## config.mk

```make
export PLATFORM = sky130hd
export DESIGN_NAME = fscb_ctrl
export DESIGN_NICKNAME = d
export VERILOG_FILES = /design/src/hw/rtl/fscb_pkg.sv /design/src/hw/rtl/fscb_ctrl.sv
export SDC_FILE = /design/constraint.sdc
export NUM_CORES = 1
export LEC_CHECK = 0
export BUFFER_PORTS_ARGS = -buffer_cell sky130_fd_sc_hd__buf_2
export CORE_MARGIN = 2
export CORE_UTILIZATION = 55
export DETAILED_ROUTE_END_ITERATION = 10
export PLACE_DENSITY = 0.79
export SLEW_MARGIN = 20
export SYNTH_ARGS = -nofsm -noshare
export SYNTH_HDL_FRONTEND = slang
export SYNTH_SLANG_ARGS = --single-unit
export TNS_END_PERCENT = 50
```

## constraint.sdc

```tcl
create_clock -name clk -period 2.4 [get_ports clk]
set_input_delay 0.36 -clock clk [delete_from_list [all_inputs] [get_ports clk]]
set_output_delay 0.36 -clock clk [all_outputs]
set_load 0.01 [all_outputs]
```

## src/hw/rtl/fscb_pkg.sv

```systemverilog
package fscb_pkg;

	localparam int MAX_FACES_DEF = 1048576;
	localparam int FRAC_BITS_DEF = 16;
	localparam int SF_W          = 17;
	localparam int VI_W          = 22;

	localparam logic [SF_W-1:0] SF_ONE = 17'h10000;

	localparam logic [2:0] MASK_ALL = 3'b111;
	localparam logic [2:0] MASK_NO1 = 3'b110;
	localparam logic [2:0] MASK_NO2 = 3'b101;
	localparam logic [2:0] MASK_NO3 = 3'b011;

	localparam logic [1:0] MODE_POS    = 2'd0;
	localparam logic [1:0] MODE_BITAN  = 2'd3;

	typedef struct packed {
		logic [1:0]         mode;
		logic signed [31:0] c1_x;
		logic signed [31:0] c1_y;
		logic signed [31:0] c1_z;
		logic signed [31:0] c2_x;
		logic signed [31:0] c2_y;
		logic signed [31:0] c2_z;
		logic signed [31:0] c3_x;
		logic signed [31:0] c3_y;
		logic signed [31:0] c3_z;
	} fscb_in_t;

	typedef struct packed {
		logic [1:0]         kind;
		logic [VI_W-1:0]    vertex_index;
		logic signed [31:0] out_x;
		logic signed [31:0] out_y;
		logic signed [31:0] out_z;
		logic               last;
	} fscb_out_t;

	typedef struct packed {
		logic       load;
		logic       dot;
		logic       cmp;
		logic       sum;
		logic       norm;
		logic       sq;
		logic       root;
		logic       div_init;
		logic       div_step;
		logic       div_store;
		logic       lerp;
		logic       out_load;
		logic       face_inc;
		logic [4:0] idx;
		logic [1:0] sel;
	} fscb_cmd_t;

	typedef struct packed {
		logic [1:0] mode;
		logic       mx_zero;
		logic       mx_high;
		logic       mx_low;
	} fscb_stat_t;

endpackage

```

## src/hw/rtl/fscb_ctrl.sv

```systemverilog
module fscb_ctrl import fscb_pkg::*; #(
	parameter int FRAC_BITS = FRAC_BITS_DEF
) (
	input  logic       clk,
	input  logic       arst_n,
	input  logic       in_valid,
	input  logic [1:0] in_mode,
	input  logic       out_ready,
	input  fscb_stat_t st,
	output logic       in_ready,
	output logic       out_valid,
	output fscb_cmd_t  cmd
);

	localparam logic [4:0] DIV_LAST = 5'(FRAC_BITS);

	typedef enum logic [13:0] {
		S_IDLE   = 14'b00000000000001,
		S_DOT    = 14'b00000000000010,
		S_DRAIN  = 14'b00000000000100,
		S_CMP    = 14'b00000000001000,
		S_SUM    = 14'b00000000010000,
		S_NORM   = 14'b00000000100000,
		S_SQ     = 14'b00000001000000,
		S_ROOT   = 14'b00000010000000,
		S_DINIT  = 14'b00000100000000,
		S_DSTEP  = 14'b00001000000000,
		S_DSTORE = 14'b00010000000000,
		S_LERP   = 14'b00100000000000,
		S_LOAD   = 14'b01000000000000,
		S_EMIT   = 14'b10000000000000
	} fscb_state_t;

	fscb_state_t state_q, state_d;
	logic [4:0]  cnt_q, cnt_d;
	logic [1:0]  sel_q, sel_d;

	always_comb begin
		state_d   = state_q;
		cnt_d     = cnt_q;
		sel_d     = sel_q;
		cmd       = '0;
		cmd.idx   = cnt_q;
		cmd.sel   = sel_q;
		in_ready  = 1'b0;
		out_valid = 1'b0;
		case (state_q)
			S_IDLE: begin
				in_ready = 1'b1;
				if (in_valid) begin
					cmd.load = 1'b1;
					cnt_d    = '0;
					sel_d    = '0;
					state_d  = (in_mode == MODE_POS) ? S_DOT : S_SUM;
				end
			end
			S_DOT: begin
				cmd.dot = 1'b1;
				cnt_d   = cnt_q + 1'b1;
				if (cnt_q == 5'd8) state_d = S_DRAIN;
			end
			S_DRAIN: state_d = S_CMP;
			S_CMP: begin
				cmd.cmp = 1'b1;
				state_d = S_LOAD;
			end
			S_SUM: begin
				cmd.sum = 1'b1;
				state_d = S_NORM;
			end
			S_NORM: begin
				cnt_d = '0;
				if (st.mx_zero) begin
					state_d = S_LERP;
				end else if (st.mx_high || st.mx_low) begin
					cmd.norm = 1'b1;
				end else begin
					state_d = S_SQ;
				end
			end
			S_SQ: begin
				cmd.sq  = 1'b1;
				cmd.sel = cnt_q[1:0];
				cnt_d   = cnt_q + 1'b1;
				if (cnt_q == 5'd2) begin
					cnt_d   = '0;
					state_d = S_ROOT;
				end
			end
			S_ROOT: begin
				cmd.root = 1'b1;
				cnt_d    = cnt_q + 1'b1;
				if (cnt_q == 5'd31) state_d = S_DINIT;
			end
			S_DINIT: begin
				cmd.div_init = 1'b1;
				cnt_d        = '0;
				state_d      = S_DSTEP;
			end
			S_DSTEP: begin
				cmd.div_step = 1'b1;
				cnt_d        = cnt_q + 1'b1;
				if (cnt_q == DIV_LAST) state_d = S_DSTORE;
			end
			S_DSTORE: begin
				cmd.div_store = 1'b1;
				cnt_d         = '0;
				if (sel_q == 2'd2) begin
					sel_d   = '0;
					state_d = S_LERP;
				end else begin
					sel_d   = sel_q + 1'b1;
					state_d = S_DINIT;
				end
			end
			S_LERP: begin
				cmd.lerp = 1'b1;
				cnt_d    = cnt_q + 1'b1;
				if (cnt_q == 5'd2) state_d = S_LOAD;
			end
			S_LOAD: begin
				cmd.out_load = 1'b1;
				state_d      = S_EMIT;
			end
			S_EMIT: begin
				out_valid = 1'b1;
				if (out_ready) begin
					cnt_d = '0;
					if (sel_q == 2'd2) begin
						cmd.face_inc = (st.mode == MODE_BITAN);
						state_d      = S_IDLE;
					end else begin
						sel_d   = sel_q + 1'b1;
						state_d = (st.mode == MODE_POS) ? S_LOAD : S_LERP;
					end
				end
			end
			default: state_d = S_IDLE;
		endcase
	end

	always_ff @(posedge clk or negedge arst_n) begin
		if (!arst_n) begin
			state_q <= S_IDLE;
			cnt_q   <= '0;
			sel_q   <= '0;
		end else begin
			state_q <= state_d;
			cnt_q   <= cnt_d;
			sel_q   <= sel_d;
		end
	end

endmodule

```

==> out/qor.yml <==
reg2reg_from: "state_q[13]"
pwr_density_cell_nw_per_um2: 803
clk_pin_slew_ps: 130
ys_types: 56
io_pins: 33
hold_viol_final: 0
cp_data_arrival_time_ps: 2100
whs_ps: 233
r2r_end: "cnt_q[3]"
layout-drive-gt1-share: 0.436
worst_hold_path.endpoint: "state_q[1]"
clock-sinks: 21
synth_area_leaders: "dfrtp_1 (29%), ha_1 (5.1%), nor4_4 (3.7%)"
wl_um: 4670
yosys.area.top_type: "dfrtp_1"
synth-async-reset-ratio: 1.00
drtIter0Drc: 86
leakagePower_nw: 1.10
core_area_um2: 3000
fin_crit_sh: 1.02
min_period_ps: 2460
vias: 1725
grt.total_usage: 0.268
hpwlAfterDp_um: 3360
cts_buffers: 3
whs_path_depth: 2
synth_seq_area_share: 0.307
antenna_left: 0
insertion_delay_ps: 320
grt_pass1_wl_um: 7260
placed_area_um2: 1930
startpoint_type: "register"
cts_root_buffer: "clkbuf_4"
die_y_um: 59.9
path_max_fanout: 5
n_antenna_cell: 0
syn_inst: 186
dieArea_um2: 3580
synth_top_area_frac: 0.292
grt_pass1_vias: 1608
grt_max_degree: 22
area_growth_pct: 25.9
antenna_found_initial: 0
endpoint_kind: "primary output"
required_ps: 2040
maxCapViolations: 0
final_core_util: 0.720
finish.net_count: 255
synth_edf_count: 0
drc: 0
syn-num-nets: 204
wl_per_cell_um: 17.3
cts_tree: "done"
final-setup-viol-count: 4
synth_seq_cells: 21
relSlewSlack: 0.572
dr.pass1.iters: 4
timing.fmax_mhz: 407
overflow: 0
r2r_slack_ps: 100
clockBufferDepth: 2
worst_slack_ps: -57.4
fin_skew_ps: 15.9
num_rows: 20
fin_setup_tns_ps: -203
post-place-cells: 251
synth_warnings: 0
avgSynthCellArea_um2: 9.23
design_area_um2: 2160
drv_slew: 0
synth_common_cells: "dfrtp_1 (20), nand2_1 (13), nor2_1 (13)"
synth_ff_type: "dfrtp_1"
initial_core_util: 0.572
die_x_um: 59.9
syn_area_um2: 1720
hp-start: "in_mode[0]"
io_buffer_count: 32
hold_class: "input pin to register"
status: "finished, violations left"
dp_slack_ps: 81.0
yosys.cell_count.top_type: "dfrtp_1"
htree_levels: 1
p_total_mw: 1.74
ir_drop_uv: 432
violations: "setup timing"
fillers: 236
worst_pin_slew_ps: 633
reg2reg_depth: 6
gp_congestion: 0.940
path_class: "register to primary output"
rsz0062_at_grt: "true"
stdcell_count: 269
avgViaCountPerCell: 6.41
worst max-delay path, cell delays in order, from the launching register on:
cell and delay [ps]:
dfrtp_2 440, or4_4 600, buf_4 170, nor3_2 190, and3_4 250, buf_2 130
flip-flops by register name, summed over array words and instances, names as in the netlist:
name     flops
sel_q        2
cnt_q        5
state_q     14
worst max-delay path by stage:
stage                           start       end  depth (start not counted)
final                     state_q[13]   cmd[10]                          5
after global routing      state_q[13]   cmd[16]                          5
after CTS                  state_q[1]    cmd[1]                          7
after detailed placement   state_q[4]  cnt_q[3]                          5
after global placement     state_q[4]  cnt_q[2]                          5
after floorplan            state_q[2]    cmd[1]                          8
where the power goes:
group / internal (mW) / switching [mW] / total, mW
combinational: 0.472 / 0.616 / 1.09
clock: 0.0650 / 0.116 / 0.181
sequential: 0.402 / 0.0631 / 0.465
kinds of logic after synthesis:
group / count (synthesis) / synth area share
AND/OR/NAND/NOR: 96 / 0.391
XOR/XNOR: 5 / 0.0255
flip-flops: 21 / 0.307
multiplexers: 3 / 0.0182
adder cells (fa/ha/maj): 7 / 0.0510
buffers and inverters: 24 / 0.0707
AO/OA/AOI/OAI: 30 / 0.136
cell type report:
class | instances | area (um2) | share of cell area
clock buffers | 4 | 26.3 | 0.0122
inverters | 12 | 50.0 | 0.0231
multi-input cells | 141 | 1150 | 0.534
flip-flops and latches | 21 | 532 | 0.246
well taps | 33 | 41.3 | 0.0191
repair buffers | 58 | 358 | 0.166
placed cells by master (no fill, tap or decap), drive strengths merged, types with 2 or more instances in the layout:
cell | synthesis | final
a21oi | 3 | 3
a221o | 2 | 2
a22o | 2 | 2
a22oi | 2 | 2
a32oi | 2 | 2
and3 | 4 | 4
and4b | 3 | 3
buf | 8 | 57
clkbuf | 4 | 4
dfrtp | 20 | 20
ha | 7 | 7
inv | 11 | 11
mux2i | 2 | 2
nand2 | 13 | 13
nand2b | 5 | 5
nand3 | 6 | 6
nand4 | 6 | 6
nor2 | 13 | 13
nor3 | 14 | 14
nor3b | 2 | 2
nor4 | 8 | 8
nor4b | 6 | 6
o21ai | 8 | 8
o41ai | 3 | 3
or2 | 4 | 4
or4 | 4 | 4
or4b | 5 | 5
xor2 | 4 | 4
metal layers:
layer	up-vias	global-route usage	routed length (um)
met3	8	0.0238	260
met1	846	0.361	2000
met2	70	0.435	2330
met5	-	0	0
li1	801	-	-
met4	0	0.124	73
what timing repair did:
action / in CTS / in global routing
buffers inserted: 9 / 4
gates resized for setup: 10 / 18
pin swaps: 3 / 4
hold buffers: 1 / 0
setup endpoints to repair: 9 / 12
endpoints found under the hold margin: 10 / 0
(Power assumes the default switching activity.)
